==> config.mk <==
export PLATFORM = sky130hd
export DESIGN_NAME = gregorian_date_adder_flat
export DESIGN_NICKNAME = d
export VERILOG_FILES = /design/src/rtl/gda_pkg.sv /design/src/rtl/gda_if.sv /design/src/rtl/gda_datapath.sv /design/src/rtl/gda_ctrl.sv /design/src/rtl/gregorian_date_adder.sv /design/src/flat_wrapper.sv
export VERILOG_INCLUDE_DIRS = /design/src /design/src/rtl
export SDC_FILE = /design/constraint.sdc
export NUM_CORES = 1
export LEC_CHECK = 0
export BUFFER_PORTS_ARGS = -buffer_cell sky130_fd_sc_hd__buf_4
export CAP_MARGIN = 20
export CORE_MARGIN = 3
export CORE_UTILIZATION = 45
export DETAILED_ROUTE_END_ITERATION = 10
export SETUP_SLACK_MARGIN = 0.5
export SYNTH_ARGS = -nofsm -noshare
export SYNTH_HDL_FRONTEND = slang
export SYNTH_SLANG_ARGS = --single-unit
export TNS_END_PERCENT = 30
==> constraint.sdc <==
create_clock -name clk_i -period 7.2 [get_ports clk_i]
set_clock_uncertainty 0.1 [all_clocks]
set_input_delay 0.36 -clock clk_i [delete_from_list [all_inputs] [get_ports clk_i]]
set_output_delay 0.36 -clock clk_i [all_outputs]
set_load 0.005 [all_outputs]
==> src/rtl/gregorian_date_adder_macros.svh <==
// Assertion macros shared by the date adder modules.
`ifndef GREGORIAN_DATE_ADDER_MACROS_SVH
`define GREGORIAN_DATE_ADDER_MACROS_SVH

// Condition that holds at every clock edge outside reset.
`define GDA_ASSERT(lbl, cond, msg) \
  lbl: assert property (@(posedge clk_i) disable iff (!rst_ni) (cond)) \
    else $error(msg);

// Same-cycle implication.
`define GDA_ASSERT_IMP(lbl, ante, cons, msg) \
  lbl: assert property (@(posedge clk_i) disable iff (!rst_ni) (ante) |-> (cons)) \
    else $error(msg);

// Next-cycle implication.
`define GDA_ASSERT_NEXT(lbl, ante, cons, msg) \
  lbl: assert property (@(posedge clk_i) disable iff (!rst_ni) (ante) |=> (cons)) \
    else $error(msg);

`endif

==> src/rtl/gda_pkg.sv <==
// Types, constants and helpers of the Gregorian date adder.
package gda_pkg;

  // Field widths of the words on the channels
  localparam int CMD_W    = 2;
  localparam int YEAR_W   = 16;
  localparam int MONTH_W  = 4;
  localparam int DAY_W    = 5;
  localparam int AMOUNT_W = 16;

  // Arithmetic widths
  localparam int YEAR_BITS   = 16;
  localparam int AMOUNT_BITS = 16;
  localparam int SUM_W = ((YEAR_BITS > AMOUNT_BITS) ? YEAR_BITS : AMOUNT_BITS) + 1;
  localparam int ACC_W = AMOUNT_BITS + 1;

  localparam longint unsigned YEAR_MAX  = (64'd1 << YEAR_BITS) - 64'd1;
  localparam longint unsigned DAYS_400  = 64'd146097;
  localparam longint unsigned YEARS_400 = 64'd400;

  // year / 100 by reciprocal multiply
  localparam int SHIFT_100 = YEAR_BITS + 7;
  localparam int M100_W    = YEAR_BITS + 1;
  localparam int P100_W    = YEAR_BITS + M100_W;
  localparam int Q100_W    = P100_W - SHIFT_100;
  localparam longint unsigned RECIP_100 = ((64'd1 << SHIFT_100) / 100) + 64'd1;

  // month total / 12 by reciprocal multiply
  localparam int SHIFT_12 = ACC_W + 4;
  localparam int M12_W    = ACC_W + 1;
  localparam int P12_W    = ACC_W + M12_W;
  localparam int Q12_W    = P12_W - SHIFT_12;
  localparam longint unsigned RECIP_12 = ((64'd1 << SHIFT_12) / 12) + 64'd1;

  // Command codes
  localparam logic [CMD_W-1:0] CMD_LOAD   = 2'd0;
  localparam logic [CMD_W-1:0] CMD_DAYS   = 2'd1;
  localparam logic [CMD_W-1:0] CMD_MONTHS = 2'd2;
  localparam logic [CMD_W-1:0] CMD_YEARS  = 2'd3;

  localparam logic [MONTH_W-1:0] MONTH_JAN = 4'd1;
  localparam logic [MONTH_W-1:0] MONTH_FEB = 4'd2;
  localparam logic [MONTH_W-1:0] MONTH_APR = 4'd4;
  localparam logic [MONTH_W-1:0] MONTH_JUN = 4'd6;
  localparam logic [MONTH_W-1:0] MONTH_SEP = 4'd9;
  localparam logic [MONTH_W-1:0] MONTH_NOV = 4'd11;
  localparam logic [MONTH_W-1:0] MONTH_DEC = 4'd12;

  localparam logic [DAY_W-1:0] DAY_ONE = 5'd1;

  typedef enum logic [2:0] {
    OP_IDLE,
    OP_ACCEPT,
    OP_CYC,
    OP_LQ,
    OP_LF,
    OP_WALK,
    OP_MQ,
    OP_MR
  } dp_op_e;

  typedef struct packed {
    dp_op_e op;
  } dp_cmd_t;

  typedef struct packed {
    logic cyc_go;     // a whole 400-year step fits
    logic walk_done;  // remaining days fit into the current month
    logic walk_wrap;  // current month is December
  } dp_stat_t;

  function automatic logic [DAY_W-1:0] month_len(input logic [MONTH_W-1:0] m,
                                                 input logic leap);
    logic [DAY_W-1:0] len;
    unique case (m)
      MONTH_FEB: len = leap ? 5'd29 : 5'd28;
      MONTH_APR, MONTH_JUN, MONTH_SEP, MONTH_NOV: len = 5'd30;
      default: len = 5'd31;
    endcase
    return len;
  endfunction

endpackage

==> src/rtl/gda_if.sv <==
// Valid/ready channel interfaces for the command and result words.
interface gda_in_if;
  logic                          valid;
  logic                          ready;
  logic [gda_pkg::CMD_W-1:0]     cmd;
  logic [gda_pkg::YEAR_W-1:0]    load_year;
  logic [gda_pkg::MONTH_W-1:0]   load_month;
  logic [gda_pkg::DAY_W-1:0]     load_day;
  logic [gda_pkg::AMOUNT_W-1:0]  amount;

  modport source (output valid, cmd, load_year, load_month, load_day, amount,
                  input ready);
  modport sink (input valid, cmd, load_year, load_month, load_day, amount,
                output ready);
endinterface

interface gda_out_if;
  logic                          valid;
  logic                          ready;
  logic [gda_pkg::YEAR_W-1:0]    out_year;
  logic [gda_pkg::MONTH_W-1:0]   out_month;
  logic [gda_pkg::DAY_W-1:0]     out_day;
  logic                          year_overflow;

  modport source (output valid, out_year, out_month, out_day, year_overflow,
                  input ready);
  modport sink (input valid, out_year, out_month, out_day, year_overflow,
                output ready);
endinterface

==> src/rtl/gda_datapath.sv <==
// Date registers, day accumulator and divide-by-constant units.
`include "gregorian_date_adder_macros.svh"

module gda_datapath (
  input  logic                            clk_i,
  input  logic                            rst_ni,
  input  gda_pkg::dp_cmd_t                ctrl_i,
  output gda_pkg::dp_stat_t               stat_o,
  input  logic [gda_pkg::CMD_W-1:0]       cmd_i,
  input  logic [gda_pkg::YEAR_W-1:0]      load_year_i,
  input  logic [gda_pkg::MONTH_W-1:0]     load_month_i,
  input  logic [gda_pkg::DAY_W-1:0]       load_day_i,
  input  logic [gda_pkg::AMOUNT_W-1:0]    amount_i,
  output logic [gda_pkg::YEAR_W-1:0]      out_year_o,
  output logic [gda_pkg::MONTH_W-1:0]     out_month_o,
  output logic [gda_pkg::DAY_W-1:0]       out_day_o,
  output logic                            year_overflow_o
);

  localparam int YB = gda_pkg::YEAR_BITS;
  localparam int AW = gda_pkg::ACC_W;
  localparam int SW = gda_pkg::SUM_W;

  logic [YB-1:0]               year_q;
  logic [gda_pkg::MONTH_W-1:0] month_q;
  logic [gda_pkg::DAY_W-1:0]   day_q;
  logic                        ovf_q;
  logic [AW-1:0]               acc_q;
  logic [gda_pkg::Q100_W-1:0]  q100_q;
  logic                        leap_q;
  logic [gda_pkg::Q12_W-1:0]   q12_q;

  logic [gda_pkg::AMOUNT_BITS-1:0] amt;
  logic [gda_pkg::DAY_W-1:0]       len;
  logic [gda_pkg::P100_W-1:0]      prod100;
  logic [gda_pkg::P12_W-1:0]       prod12;
  logic [YB-1:0]                   qx100;
  logic [YB-1:0]                   hundreds;
  logic [AW-1:0]                   qx12;
  logic [AW-1:0]                   rem12;
  logic [SW-1:0]                   ysum_amt;
  logic [SW-1:0]                   ysum_q12;
  logic [gda_pkg::MONTH_W-1:0]     load_month;
  logic [gda_pkg::DAY_W-1:0]       load_day;
  logic                            leap;

  assign amt      = gda_pkg::AMOUNT_BITS'(amount_i);
  assign len      = gda_pkg::month_len(month_q, leap_q);
  assign prod100  = gda_pkg::P100_W'(year_q) * gda_pkg::P100_W'(gda_pkg::RECIP_100);
  assign prod12   = gda_pkg::P12_W'(acc_q) * gda_pkg::P12_W'(gda_pkg::RECIP_12);
  assign qx100    = YB'(q100_q);
  assign hundreds = (qx100 << 6) + (qx100 << 5) + (qx100 << 2);
  assign qx12     = AW'(q12_q);
  assign rem12    = acc_q - ((qx12 << 3) + (qx12 << 2));
  assign ysum_amt = SW'(year_q) + SW'(amt);
  assign ysum_q12 = SW'(year_q) + SW'(q12_q);

  // divisible by 4 and not by 100, or divisible by 400
  assign leap = ((year_q[1:0] == 2'b00) && (year_q != hundreds)) ||
                ((year_q == hundreds) && (q100_q[1:0] == 2'b00));

  always_comb begin
    if (load_month_i == '0) begin
      load_month = gda_pkg::MONTH_JAN;
    end else if (load_month_i > gda_pkg::MONTH_DEC) begin
      load_month = gda_pkg::MONTH_DEC;
    end else begin
      load_month = load_month_i;
    end
    load_day = (load_day_i == '0) ? gda_pkg::DAY_ONE : load_day_i;
  end

  assign stat_o.cyc_go    = (64'(acc_q) > gda_pkg::DAYS_400) &&
                            (64'(year_q) <= (gda_pkg::YEAR_MAX - gda_pkg::YEARS_400));
  assign stat_o.walk_done = (acc_q <= AW'(len));
  assign stat_o.walk_wrap = (month_q == gda_pkg::MONTH_DEC);

  // Stored date and overflow flag
  always_ff @(posedge clk_i or negedge rst_ni) begin
    if (!rst_ni) begin
      year_q  <= '0;
      month_q <= gda_pkg::MONTH_JAN;
      day_q   <= gda_pkg::DAY_ONE;
      ovf_q   <= 1'b0;
    end else begin
      unique case (ctrl_i.op)
        gda_pkg::OP_ACCEPT: begin
          ovf_q <= 1'b0;
          unique case (cmd_i)
            gda_pkg::CMD_LOAD: begin
              year_q  <= YB'(load_year_i);
              month_q <= load_month;
              day_q   <= load_day;
            end
            gda_pkg::CMD_YEARS: begin
              year_q <= ysum_amt[YB-1:0];
              ovf_q  <= |ysum_amt[SW-1:YB];
            end
            default: begin
            end
          endcase
        end
        gda_pkg::OP_CYC: begin
          year_q <= year_q + YB'(gda_pkg::YEARS_400);
        end
        gda_pkg::OP_WALK: begin
          if (stat_o.walk_done) begin
            day_q <= acc_q[gda_pkg::DAY_W-1:0];
          end else if (stat_o.walk_wrap) begin
            month_q <= gda_pkg::MONTH_JAN;
            year_q  <= year_q + YB'(1);
            if (year_q == YB'(gda_pkg::YEAR_MAX)) begin
              ovf_q <= 1'b1;
            end
          end else begin
            month_q <= month_q + gda_pkg::MONTH_W'(1);
          end
        end
        gda_pkg::OP_MR: begin
          month_q <= rem12[gda_pkg::MONTH_W-1:0] + gda_pkg::MONTH_JAN;
          year_q  <= ysum_q12[YB-1:0];
          ovf_q   <= |ysum_q12[SW-1:YB];
        end
        default: begin
        end
      endcase
    end
  end

  // Working registers
  always_ff @(posedge clk_i) begin
    unique case (ctrl_i.op)
      gda_pkg::OP_ACCEPT: begin
        if (cmd_i == gda_pkg::CMD_DAYS) begin
          acc_q <= AW'(day_q) + AW'(amt);
        end else begin
          acc_q <= AW'(month_q - gda_pkg::MONTH_JAN) + AW'(amt);
        end
      end
      gda_pkg::OP_CYC:  acc_q  <= acc_q - AW'(gda_pkg::DAYS_400);
      gda_pkg::OP_LQ:   q100_q <= prod100[gda_pkg::P100_W-1:gda_pkg::SHIFT_100];
      gda_pkg::OP_LF:   leap_q <= leap;
      gda_pkg::OP_WALK: begin
        if (!stat_o.walk_done) begin
          acc_q <= acc_q - AW'(len);
        end
      end
      gda_pkg::OP_MQ:   q12_q  <= prod12[gda_pkg::P12_W-1:gda_pkg::SHIFT_12];
      default: begin
      end
    endcase
  end

  assign out_year_o      = gda_pkg::YEAR_W'(year_q);
  assign out_month_o     = month_q;
  assign out_day_o       = day_q;
  assign year_overflow_o = ovf_q;

  `GDA_ASSERT(a_month_range, (month_q != '0) && (month_q <= gda_pkg::MONTH_DEC), "month out of range")
  `GDA_ASSERT(a_day_nonzero, day_q != '0, "stored day is zero")
  `GDA_ASSERT_NEXT(a_walk_shrinks, (ctrl_i.op == gda_pkg::OP_WALK) && !stat_o.walk_done, acc_q < $past(acc_q), "day walk did not consume days")

endmodule

==> src/rtl/gda_ctrl.sv <==
// Sequencer for load, day walk, month and year commands.
`include "gregorian_date_adder_macros.svh"

module gda_ctrl (
  input  logic                       clk_i,
  input  logic                       rst_ni,
  input  logic                       in_valid_i,
  input  logic [gda_pkg::CMD_W-1:0]  in_cmd_i,
  output logic                       in_ready_o,
  output logic                       out_valid_o,
  input  logic                       out_ready_i,
  input  gda_pkg::dp_stat_t          stat_i,
  output gda_pkg::dp_cmd_t           ctrl_o
);

  localparam logic [2:0] ST_IDLE = 3'd0;
  localparam logic [2:0] ST_CYC  = 3'd1;
  localparam logic [2:0] ST_LQ   = 3'd2;
  localparam logic [2:0] ST_LF   = 3'd3;
  localparam logic [2:0] ST_WALK = 3'd4;
  localparam logic [2:0] ST_MQ   = 3'd5;
  localparam logic [2:0] ST_MR   = 3'd6;
  localparam logic [2:0] ST_DONE = 3'd7;

  logic [2:0] state_q;
  logic [2:0] state_d;

  always_comb begin
    state_d   = state_q;
    ctrl_o.op = gda_pkg::OP_IDLE;
    unique case (state_q)
      ST_IDLE: begin
        if (in_valid_i) begin
          ctrl_o.op = gda_pkg::OP_ACCEPT;
          unique case (in_cmd_i)
            gda_pkg::CMD_DAYS:   state_d = ST_CYC;
            gda_pkg::CMD_MONTHS: state_d = ST_MQ;
            default:             state_d = ST_DONE;
          endcase
        end
      end
      ST_CYC: begin
        // whole 400-year cycles first, then the month walk
        if (stat_i.cyc_go) begin
          ctrl_o.op = gda_pkg::OP_CYC;
        end else begin
          state_d = ST_LQ;
        end
      end
      ST_LQ: begin
        ctrl_o.op = gda_pkg::OP_LQ;
        state_d   = ST_LF;
      end
      ST_LF: begin
        ctrl_o.op = gda_pkg::OP_LF;
        state_d   = ST_WALK;
      end
      ST_WALK: begin
        ctrl_o.op = gda_pkg::OP_WALK;
        if (stat_i.walk_done) begin
          state_d = ST_DONE;
        end else if (stat_i.walk_wrap) begin
          state_d = ST_LQ;  // new year: leap flag is stale
        end
      end
      ST_MQ: begin
        ctrl_o.op = gda_pkg::OP_MQ;
        state_d   = ST_MR;
      end
      ST_MR: begin
        ctrl_o.op = gda_pkg::OP_MR;
        state_d   = ST_DONE;
      end
      ST_DONE: begin
        if (out_ready_i) begin
          state_d = ST_IDLE;
        end
      end
      default: state_d = ST_IDLE;
    endcase
  end

  always_ff @(posedge clk_i or negedge rst_ni) begin
    if (!rst_ni) begin
      state_q <= ST_IDLE;
    end else begin
      state_q <= state_d;
    end
  end

  assign in_ready_o  = (state_q == ST_IDLE);
  assign out_valid_o = (state_q == ST_DONE);

  `GDA_ASSERT(a_one_word_in_flight, !(in_ready_o && out_valid_o), "input taken while result pending")
  `GDA_ASSERT_NEXT(a_accept_leaves_idle, in_valid_i && in_ready_o, state_q != ST_IDLE, "accepted word dropped")
  `GDA_ASSERT_NEXT(a_walk_ends_done, (state_q == ST_WALK) && stat_i.walk_done, state_q == ST_DONE, "finished walk did not report")
  `GDA_ASSERT_IMP(a_walk_op, state_q == ST_WALK, ctrl_o.op == gda_pkg::OP_WALK, "walk state without walk step")

endmodule

==> src/rtl/gregorian_date_adder.sv <==
// Top level of the Gregorian date adder.
//
//   port    dir   word                                          handshake
//   in_i    in    cmd, load_year, load_month, load_day, amount  valid/ready
//   out_o   out   out_year, out_month, out_day, year_overflow   valid/ready
//
// One word at a time: a word is taken in idle, its result is offered until taken.
// Load and add-years finish in the accept step. Add-months: multiply step (MQ), then remainder step (MR).
// Add-days: 400-year steps, then the month walk, one month per cycle, with a fresh leap
// flag (LQ, LF) before it and per year crossed; the largest amount walks ~2150 months.
// Reset gives year 0, January 1; overflow flag clear.
// A stalled result holds the block in its done state; nothing else waits.
module gregorian_date_adder (
  input  logic      clk_i,
  input  logic      rst_ni,
  gda_in_if.sink    in_i,
  gda_out_if.source out_o
);

  gda_pkg::dp_cmd_t  ctrl;
  gda_pkg::dp_stat_t stat;

  gda_ctrl u_ctrl (
    .clk_i       (clk_i),
    .rst_ni      (rst_ni),
    .in_valid_i  (in_i.valid),
    .in_cmd_i    (in_i.cmd),
    .in_ready_o  (in_i.ready),
    .out_valid_o (out_o.valid),
    .out_ready_i (out_o.ready),
    .stat_i      (stat),
    .ctrl_o      (ctrl)
  );

  gda_datapath u_datapath (
    .clk_i           (clk_i),
    .rst_ni          (rst_ni),
    .ctrl_i          (ctrl),
    .stat_o          (stat),
    .cmd_i           (in_i.cmd),
    .load_year_i     (in_i.load_year),
    .load_month_i    (in_i.load_month),
    .load_day_i      (in_i.load_day),
    .amount_i        (in_i.amount),
    .out_year_o      (out_o.out_year),
    .out_month_o     (out_o.out_month),
    .out_day_o       (out_o.out_day),
    .year_overflow_o (out_o.year_overflow)
  );

endmodule

==> src/flat_wrapper.sv <==
// flat-port wrapper written by rule: the top's interface ports become plain ports
module gregorian_date_adder_flat 
  (clk_i, rst_ni, in_i_valid, in_i_cmd, in_i_load_year, in_i_load_month, in_i_load_day, in_i_amount, in_i_ready, out_o_valid, out_o_out_year, out_o_out_month, out_o_out_day, out_o_year_overflow, out_o_ready);
  gda_in_if in_i_i ();
  gda_out_if out_o_i ();
  input  logic clk_i;
  input  logic rst_ni;
  input wire logic [$bits(in_i_i.valid)-1:0] in_i_valid;
  input wire logic [$bits(in_i_i.cmd)-1:0] in_i_cmd;
  input wire logic [$bits(in_i_i.load_year)-1:0] in_i_load_year;
  input wire logic [$bits(in_i_i.load_month)-1:0] in_i_load_month;
  input wire logic [$bits(in_i_i.load_day)-1:0] in_i_load_day;
  input wire logic [$bits(in_i_i.amount)-1:0] in_i_amount;
  output wire logic [$bits(in_i_i.ready)-1:0] in_i_ready;
  output wire logic [$bits(out_o_i.valid)-1:0] out_o_valid;
  output wire logic [$bits(out_o_i.out_year)-1:0] out_o_out_year;
  output wire logic [$bits(out_o_i.out_month)-1:0] out_o_out_month;
  output wire logic [$bits(out_o_i.out_day)-1:0] out_o_out_day;
  output wire logic [$bits(out_o_i.year_overflow)-1:0] out_o_year_overflow;
  input wire logic [$bits(out_o_i.ready)-1:0] out_o_ready;
  assign in_i_i.valid = in_i_valid;
  assign in_i_i.cmd = in_i_cmd;
  assign in_i_i.load_year = in_i_load_year;
  assign in_i_i.load_month = in_i_load_month;
  assign in_i_i.load_day = in_i_load_day;
  assign in_i_i.amount = in_i_amount;
  assign in_i_ready = in_i_i.ready;
  assign out_o_valid = out_o_i.valid;
  assign out_o_out_year = out_o_i.out_year;
  assign out_o_out_month = out_o_i.out_month;
  assign out_o_out_day = out_o_i.out_day;
  assign out_o_year_overflow = out_o_i.year_overflow;
  assign out_o_i.ready = out_o_ready;
  gregorian_date_adder u_core (.clk_i(clk_i), .rst_ni(rst_ni), .in_i(in_i_i), .out_o(out_o_i));
endmodule
==> summary.md, run 1 <==
| Metric | Value |
|---|---|
| Die ar. | `38100 um2` |
| Hold_sp | `out_o_ready` |
| Via count | `12000` |
| Avg Vias per Cell | `5.30` |
| Max_cap viols | `0` |
| Post-DRT Antenna Nets | `0` |
| Max Fclk | `157 MHz` |
| Synth unique cells | `78` |
| Core area | `34900 um2` |
| Final HPWL DP | `35.8 mm` |
| Vias in the first global route | `12200` |
| Clk pin slew, worst setup/hold paths | `0.06 ns` |
| Worst hold endpoint | `u_core.u_ctrl.state_q[1]` |
| Ranking of synthesized cells by area | `ha_1 27%, fa_1 24%, inv_1 9.2%` |
| Crit Path Class | `reg2reg` |
| Clock root cell | `clkbuf_16` |
| I/O pin count | `75` |
| Worst EP required | `7.19 ns` |
| Footprint of the multi-input gates | `12500 um2` |
| CP max FO | `6` |
| Largest net degree at the start of global routing | `53` |
| Setup WS post-layout | `0.833 ns` |
| DR pass1 iterations | `6` |
| Total Routed Length | `41.7 mm` |
| Initial DRC Count | `773` |
| TritonCTS clock tree | `built` |
| Number of setup violations in the final report | `0` |
| Worst setup SP type | `flop` |
| Asr flop ratio synth | `0.408` |
| Synth area leader | `ha_1` |
| RSZ-0062 raised after global routing | `false` |
| Final hold slack | `0.141 ns` |
| Worst-Margin Slew | `1.08 ns` |
| Most frequent standard cell in the layout excluding fill and tap cells | `inv_1` |
| #FFs+latches synth | `71` |
| Die Y | `195 um` |
| First-pass GRT wire length | `67.2 mm` |
| Initial antenna violation count | `0` |
| Overall Global Routing Usage | `0.224` |
| Post-Synthesis Cells | `1716` |
| Dpl ws | `0.804 ns` |
| Tcrit/Tclk final | `0.884` |
| Mapped Nets | `2296` |
| Final #Nets | `2383` |
| Max-slew violation count | `0` |
| Share of the synthesized area in the top cell type | `0.266` |
| Clock Latency Late Sink | `0.35 ns` |
| Area grow syn2layout | `9.84%` |
| Sequential share of the synthesized area | `0.124` |
| Post-layout util | `0.507` |
| Run status | `complete, no violations` |
| Hold-critical path depth | `2` |
| Die Wd | `195 um` |
| Leading register cell type out of synthesis | `edfxtp_1` |
| WP data arrival | `6.36 ns` |
| GRT overflow | `0` |
| # DRC | `0` |
| H-tree levels | `3` |
| YS warnings | `0` |
| Max-slew headroom | `0.278` |
| Longest Clk Path Bufs | `2` |
| Worst setup EP type | `flop` |
| Final-report hold violation count | `0` |
| PortBufs | `74` |
| Worst r2r src | `u_core.u_datapath.acc_q[13]` |
| Area occupied by registers | `1990 um2` |
| Post-Syn Area per Cell | `9.38 um2` |
| RePlAce Congestion | `0.904` |
| Fill cells | `3255` |
| EDFF count, synth | `42` |
| Setup TNS | `0 ns` |
| CTS sink count | `71` |
| TritonCTS buffer count | `9` |
| Rows | `68` |
| Post-layout min period | `6.37 ns` |
| Routed len/inst | `18.4 um` |
| Initial Utilization | `0.461` |
| Syn Std Cell Area | `16100 um2` |
| Share of cells above drive strength 1 | `0.0830` |
| R2R Path End | `u_core.u_datapath.q12_q[13]` |
| Setup slack on the worst flop-to-flop path | `0.83 ns` |
| Hold crit path type | `in2reg` |
| Antenna diodes | `0` |
| Worst R2R Path Depth | `20` |
| Commonest non-fill, non-tap cells in the layout | `396 x inv_1, 342 x ha_1, 190 x fa_1` |
-- cell families (layout without fill, tap and decap cells) --
kind of cell | Yosys count | after routing | share of synthesized area
compound gates | 300 | 300 | 0.124
xor+xnor | 105 | 105 | 0.0571
fa+ha+maj | 533 | 533 | 0.503
buf+inv | 420 | 512 | 0.0987
flops | 71 | 71 | 0.124
mux | 18 | 18 | 0.0115
simple gates | 269 | 269 | 0.0811
-- what timing repair did --
item / in CTS / in global routing
hold buffers: 1 / 0
buffers inserted: 0 / 4
gates resized for setup: 0 / 1
hold endpoints to repair: 27 / 0
endpoints found under the setup margin: 0 / 1
-- per-layer routing --
layer  share of wire  global-route usage  vias to the layer above
met4           0.014              0.0407                        0
met2            0.46               0.362                      244
met1            0.48               0.326                     5824
li1                -                   -                     5887
met3           0.043              0.0314                       40
met5               0                   0                        -
-- flip-flops by register name, indices dropped and copies added (netlist names) --
register	cells
u_core.u_datapath.acc_q	17
u_core.u_datapath.out_year_o	16
u_core.u_datapath.q12_q	14
u_core.u_datapath.q100_q	10
u_core.u_datapath.out_day_o	5
u_core.u_datapath.out_month_o	4
u_core.u_ctrl.state_q	3
u_core.u_datapath.leap_q	1
u_core.u_datapath.year_overflow_o	1
-- through the flow --
| stage | cell area, um2 | instances |
|---|---|---|
| finish | 17700 | 2263 |
| global route | 17700 | 2263 |
| CTS | 17600 | 2259 |
| detailed placement | 17300 | 2242 |
| global placement | 17300 | 2242 |
| floorplan | 16100 | 1716 |
-- how the worst max path moves through the flow --
stage	startpoint	to	slack (ns)	cells past startpoint
detailed placement	u_core.u_datapath.acc_q[13]	u_core.u_datapath.q12_q[13]	0.80	20
global placement	u_core.u_datapath.acc_q[13]	u_core.u_datapath.q12_q[13]	0.88	20
finish	u_core.u_datapath.acc_q[13]	u_core.u_datapath.q12_q[13]	0.83	20
floorplan	u_core.u_datapath.acc_q[13]	u_core.u_datapath.q12_q[13]	1.27	20
CTS	u_core.u_datapath.acc_q[13]	u_core.u_datapath.q12_q[13]	0.76	20
global route	u_core.u_datapath.acc_q[13]	u_core.u_datapath.q12_q[13]	0.51	20
-- cell usage after synthesis (4+ instances only) --
library cell,n
a211oi_1,13
a21o_1,24
a21oi_1,80
a22o_1,4
a311oi_1,5
a31oi_1,13
and2_1,5
and3_1,7
buf_2,4
clkbuf_1,15
dfrtp_1,27
edfxtp_1,42
fa_1,191
ha_1,342
inv_1,396
mux2_2,4
mux2i_1,14
nand2_1,74
nand2b_1,5
nand3_1,30
nand4_1,13
nor2_1,72
nor2b_1,6
nor3_1,27
nor4_1,5
o211ai_1,7
o21a_1,8
o21ai_0,73
o21ai_1,5
o21ai_2,4
o21bai_1,10
o221ai_1,6
o31ai_1,4
or2_2,5
or3_1,7
xnor2_1,74
xor2_1,31
-- layout make-up --
class | count | share of cell area
tap | 455 | 0.0322
clock buffer | 12 | 0.0134
inverter | 396 | 0.0841
sequential | 71 | 0.113
clock inverter | 4 | 0.00531
timing repair buffer | 100 | 0.0426
multi-input combinational | 1225 | 0.710
-- worst max-delay path, cell delays in order, from the launching register on --
cell,delay (ns)
edfxtp_1,0.52
ha_1,0.35
inv_1,0.12
fa_1,0.42
inv_1,0.18
fa_2,0.55
fa_1,0.60
inv_1,0.07
fa_1,0.51
fa_1,0.55
inv_1,0.04
ha_1,0.32
nand4_1,0.16
a211oi_1,0.27
o211ai_1,0.19
a41oi_2,0.31
o21ai_2,0.09
o22a_2,0.25
o21ai_0,0.25
o41ai_1,0.11
xnor2_1,0.13
Power of run 1 is not shown: default switching activity piles up to over one toggle a cycle in this logic, so the estimate is an artifact.
==> run 2: changes to the inputs <==
CORE_MARGIN = not set   (was 3)
clock period = 6.1 ns   (was 7.2 ns; I/O delays follow)
==> summary.md, run 2 (synthesized netlist as in run 1, its figures left out) <==
| Metric | Value |
|---|---|
| Rows | `68 (unchanged)` |
| Clock root cell | `clkbuf_16` |
| Max reg flops | `17 (unchanged)` |
| TritonCTS clock tree | `built` |
| Die Wd | `191 um (-2.1%)` |
| Post-DRT Antenna Nets | `0 (unchanged)` |
| First-pass GRT wire length | `68.5 mm (+1.8%)` |
| Longest Clk Path Bufs | `2 (unchanged)` |
| Top reg by flops | `u_core.u_datapath.acc_q` |
| Max Fclk | `169 MHz (+7.8%)` |
| Core area | `34900 um2 (unchanged)` |
| Hold crit path type | `in2reg` |
| Final #Nets | `2436 (+2.2%)` |
| Routed len/inst | `18.3 um (-0.98%)` |
| Worst setup EP type | `flop` |
| Post-layout util | `0.528 (+0.0211)` |
| Clk pin slew, worst setup/hold paths | `0.07 ns (about the same)` |
| PortBufs | `74 (unchanged)` |
| Total Routed Length | `42.3 mm (+1.3%)` |
| Initial Utilization | `0.461 (unchanged)` |
| Worst-Margin Slew | `0.824 ns (-0.256 ns)` |
| Share of cells above drive strength 1 | `0.154 (+0.0713)` |
| Largest net degree at the start of global routing | `53 (unchanged)` |
| GRT overflow | `0 (unchanged)` |
| Max_cap viols | `0 (unchanged)` |
| Footprint of the multi-input gates | `12900 um2 (+2.6%)` |
| CP max FO | `4 (-2)` |
| TritonCTS buffer count | `9 (unchanged)` |
| Final HPWL DP | `36.0 mm (+0.78%)` |
| Vias in the first global route | `12600 (+4.0%)` |
| Run status | `complete, no violations` |
| Post-layout min period | `5.91 ns (-0.458 ns)` |
| Initial antenna violation count | `0 (unchanged)` |
| RePlAce Congestion | `0.902 (-0.30%)` |
| WP data arrival | `5.91 ns (-0.45 ns)` |
| Area occupied by registers | `2010 um2 (+0.88%)` |
| Fill cells | `3238 (-0.52%)` |
| Overall Global Routing Usage | `0.243 (+0.0185)` |
| Tcrit/Tclk final | `0.969 (+0.0843)` |
| H-tree levels | `3 (unchanged)` |
| Worst setup SP type | `flop` |
| Final hold slack | `0.0761 ns (-0.0645 ns)` |
| Placed inst area | `17700 um2 (+2.0%)` |
| CTS sink count | `71 (unchanged)` |
| Commonest non-fill, non-tap cells in the layout | `378 x inv_1, 324 x ha_1, 177 x fa_1` |
| Number of setup violations in the final report | `0 (unchanged)` |
| Antenna diodes | `0 (unchanged)` |
| DR pass1 iterations | `5 (-1)` |
| Initial DRC Count | `558 (-28%)` |
| Area grow syn2layout | `14.4%` |
| # DRC | `0 (unchanged)` |
| Final-report hold violation count | `0 (unchanged)` |
| Die Y | `191 um (-2.1%)` |
| Worst EP required | `6.10 ns (-1.09 ns)` |
| I/O pin count | `75 (unchanged)` |
| Die ar. | `36500 um2 (-4.1%)` |
| Max-slew headroom | `0.451 (+0.173)` |
| Setup TNS | `0 ns (unchanged)` |
| Clock Latency Late Sink | `0.36 ns (about the same)` |
| Crit Path Class | `reg2reg` |
| RSZ-0062 raised after global routing | `true` |
| Most frequent standard cell in the layout excluding fill and tap cells | `inv_1` |
| Avg Vias per Cell | `5.32 (+0.34%)` |
| Layout Cell Area excl Fill | `18400 um2 (+4.2%)` |
| Via count | `12300 (+2.7%)` |
| Max-slew violation count | `0 (unchanged)` |
[run 2: changes by cell type in the layout (fill, tap and decap cells not counted), moves of 13 or more]
cell	delta
buf_4	+52
inv_1	-18
inv_2	+17
fa_2	+13
fa_1	-13
ha_1	-18
dfrtp_1	-14
dfrtp_2	+14
ha_4	+14
[run 2: layer usage]
metal	wire, um	global-route usage	vias to the layer above
met2	19900	0.400	271
li1	-	-	6007
met3	1670	0.0224	40
met5	0	0	-
met1	20100	0.349	6000
met4	647	0.0415	0
[run 2: path summary, 6_finish.rpt]
check,startpoint,to,slack [ns],depth (start not counted)
setup / recovery,u_core.u_datapath.out_year_o[13],u_core.u_datapath.q100_q[8],0.19,19
hold / removal,out_o_ready,u_core.u_ctrl.state_q[1],0.08,2
setup reg to reg,u_core.u_datapath.out_year_o[13],u_core.u_datapath.q100_q[8],0.19,19
hold reg to reg,u_core.u_datapath.out_day_o[0],u_core.u_datapath.out_day_o[0],0.42,2
max in group asynchronous,rst_ni,u_core.u_datapath.out_year_o[14],5.20,2
min in group asynchronous,rst_ni,u_core.u_datapath.out_month_o[1],0.33,2
[run 2: area by class of cell]
cell class | instances | area share
clock inverter | 5 | 0.00326
tap | 455 | 0.0309
timing repair buffer | 153 | 0.0627
sequential | 71 | 0.109
clock buffer | 11 | 0.0143
inverter | 396 | 0.0809
multi-input combinational | 1225 | 0.699
[run 2: repair_timing]
item                                    in CTS  in global routing
pin swaps                                   41                 23
endpoints found under the setup margin      20                 21
hold endpoints to repair                    27                  0
setup buffers                               21                 11
hold buffers                                 1                  0
resized for setup                           24                 17
cloned                                       0                  0
[run 2: through the flow]
stage	cells	setup slack, ns
floorplan	1716	0.476
CTS	2305	0.163
global placement	2267	0.192
detailed placement	2267	0.119
finish	2316	0.191
global route	2316	-0.00134
[run 2: worst max-delay path: stages, from the launching register on]
cell,delay [ns]
dfrtp_2,0.45
fa_2,0.60
inv_2,0.06
fa_1,0.50
inv_2,0.04
fa_1,0.52
fa_1,0.44
fa_1,0.51
inv_2,0.04
fa_1,0.54
inv_2,0.05
ha_4,0.25
nand4_1,0.15
nor4_4,0.32
o31ai_4,0.13
a211o_1,0.38
o221ai_2,0.18
a31oi_1,0.13
buf_4,0.15
xnor2_1,0.12
Power of run 2 is left out for the same reason.
==> run 3: changes to the inputs <==
clock period = 6.5 ns   (was 6.1 ns; I/O delays follow)
==> summary.md, run 3 (synthesized netlist as in run 1, its figures left out) <==
| Metric | Value |
|---|---|
| Run status | `complete, no violations` |
| Hold crit path type | `in2reg` |
| Worst-Margin Slew | `0.938 ns (+0.115 ns)` |
| RePlAce Congestion | `0.904 (+0.29%)` |
| GRT overflow | `0 (unchanged)` |
| Crit path launch | `u_core.u_datapath.out_year_o[12]` |
| Tcrit/Tclk final | `0.918 (-0.0508)` |
| Rows | `68 (unchanged)` |
| RSZ-0062 raised after global routing | `true` |
| Setup slack on the worst flop-to-flop path | `0.53 ns (+0.34 ns)` |
| Top reg by flops | `u_core.u_datapath.acc_q` |
| Clock Latency Late Sink | `0.35 ns (about the same)` |
| Avg Vias per Cell | `5.34 (+0.48%)` |
| Share of cells above drive strength 1 | `0.151 (-0.00277)` |
| Clk pin slew, worst setup/hold paths | `0.08 ns (about the same)` |
| Area grow syn2layout | `14.8%` |
| DR pass1 iterations | `5 (unchanged)` |
| CP max FO | `4 (unchanged)` |
| TritonCTS clock tree | `built` |
| Fill cells | `3210 (-0.86%)` |
| Final HPWL DP | `36.2 mm (+0.50%)` |
| Die Y | `191 um (unchanged)` |
| Longest Clk Path Bufs | `2 (unchanged)` |
| Die Wd | `191 um (unchanged)` |
| Worst r2r src | `u_core.u_datapath.out_year_o[12]` |
| First-pass GRT wire length | `69.3 mm (+1.2%)` |
| WP data arrival | `5.97 ns (+0.06 ns)` |
| Initial antenna violation count | `0 (unchanged)` |
| Commonest non-fill, non-tap cells in the layout | `377 x inv_1, 320 x ha_1, 180 x fa_1` |
| Die ar. | `36500 um2 (unchanged)` |
| I/O pin count | `75 (unchanged)` |
| CTS sink count | `71 (unchanged)` |
| Final-report hold violation count | `0 (unchanged)` |
| Worst setup SP type | `flop` |
| Max_cap viols | `0 (unchanged)` |
| Crit path to | `u_core.u_datapath.q100_q[9]` |
| Setup TNS | `0 ns (unchanged)` |
| Max-slew headroom | `0.372 (-0.0784)` |
| Post-layout util | `0.530 (+0.00179)` |
| TritonCTS buffer count | `9 (unchanged)` |
| Total Routed Length | `43.4 mm (+2.7%)` |
| Max reg flops | `17 (unchanged)` |
| PortBufs | `74 (unchanged)` |
| # DRC | `0 (unchanged)` |
| Post-layout min period | `5.97 ns (+0.0573 ns)` |
| H-tree levels | `3 (unchanged)` |
| Antenna diodes | `0 (unchanged)` |
| Routed len/inst | `18.7 um (+2.6%)` |
| Worst EP required | `6.51 ns (+0.41 ns)` |
| Clock root cell | `clkbuf_16` |
| Max-slew violation count | `0 (unchanged)` |
| Final #Nets | `2437 (+0.041%)` |
| Core area | `34900 um2 (unchanged)` |
| Worst setup EP type | `flop` |
| Vias in the first global route | `12800 (+1.1%)` |
| Number of setup violations in the final report | `0 (unchanged)` |
| Largest net degree at the start of global routing | `53 (unchanged)` |
| Hold-critical path depth | `2 (unchanged)` |
| Initial DRC Count | `727 (+30%)` |
| Most frequent standard cell in the layout excluding fill and tap cells | `inv_1` |
| Max Fclk | `168 MHz (-0.96%)` |
| Initial Utilization | `0.461 (unchanged)` |
| Via count | `12400 (+0.52%)` |
| R2R Path End | `u_core.u_datapath.q100_q[9]` |
| Worst R2R Path Depth | `18 (-1)` |
| Post-DRT Antenna Nets | `0 (unchanged)` |
| Overall Global Routing Usage | `0.246 (+0.00321)` |
| Crit Path Class | `reg2reg` |
## run 3: cell types whose count changed in the layout (fill, tap and decap cells not counted), sizes merged
cell	change
clkbuf	+1
clkinv	-1
inv	-1
clkinvlp	+1
buf	+1
## run 3: metrics by stage
| stage | cells | cell area [um2] | hold WS (ns) | setup slack (ns) |
|---|---|---|---|---|
| floorplan | 1716 | 16100 | -0.0706 | 0.568 |
| global placement | 2257 | 17400 | 0.197 | 0.343 |
| detailed placement | 2257 | 17400 | 0.193 | 0.210 |
| CTS | 2294 | 18000 | 0.0763 | 0.501 |
| global route | 2317 | 18500 | 0.0846 | 0.325 |
| finish | 2317 | 18500 | 0.0832 | 0.534 |
## run 3: worst min path at each step
| stage | startpoint | to | slack [ns] |
|---|---|---|---|
| global placement | rst_ni | u_core.u_datapath.out_month_o[1] | 0.20 |
| floorplan | rst_ni | u_core.u_ctrl.state_q[0] | -0.07 |
| CTS | out_o_ready | u_core.u_ctrl.state_q[1] | 0.08 |
| detailed placement | rst_ni | u_core.u_datapath.out_day_o[1] | 0.19 |
| global route | out_o_ready | u_core.u_ctrl.state_q[1] | 0.08 |
| finish | out_o_ready | u_core.u_ctrl.state_q[1] | 0.08 |
## run 3: layout make-up
type / instances / area (um2) / share of cell area
clock buffer: 12 / 256 / 0.0139
clock inverter: 4 / 52.6 / 0.00284
inverter: 396 / 1490 / 0.0807
multi-input combinational: 1225 / 12900 / 0.698
sequential: 71 / 2000 / 0.108
tap: 455 / 569 / 0.0308
timing repair buffer: 154 / 1200 / 0.0652
## run 3: critical path, stage by stage (launching register included)
cell and delay, ns:
dfrtp_2 0.46, fa_2 0.49, fa_1 0.50, inv_1 0.06, fa_1 0.53, inv_1 0.06
fa_1 0.51, fa_1 0.53, fa_1 0.48, ha_4 0.30, nand4_1 0.21, nor3_2 0.26
a211oi_2 0.11, o211a_1 0.14, a211o_1 0.36, o221ai_2 0.21, a31oi_2 0.13, o21bai_1 0.17
xnor2_1 0.09
## run 3: what timing repair did
item | in CTS | in global routing
hold buffers | 1 | 0
pin swaps | 37 | 77
setup buffers | 20 | 23
endpoints found under the setup margin | 12 | 17
resized for setup | 36 | 63
gates cloned | 0 | 0
hold endpoints to repair | 27 | 0
## run 3: routing by layer
| metal | vias up | GRT usage | routed length, um |
|---|---|---|---|
| li1 | 5993 | - | - |
| met1 | 6103 | 0.350 | 20700 |
| met2 | 239 | 0.409 | 20500 |
| met3 | 47 | 0.0200 | 1460 |
| met4 | 0 | 0.0458 | 731 |
| met5 | - | 0 | 0 |
Power of run 3 is left out for the same reason.
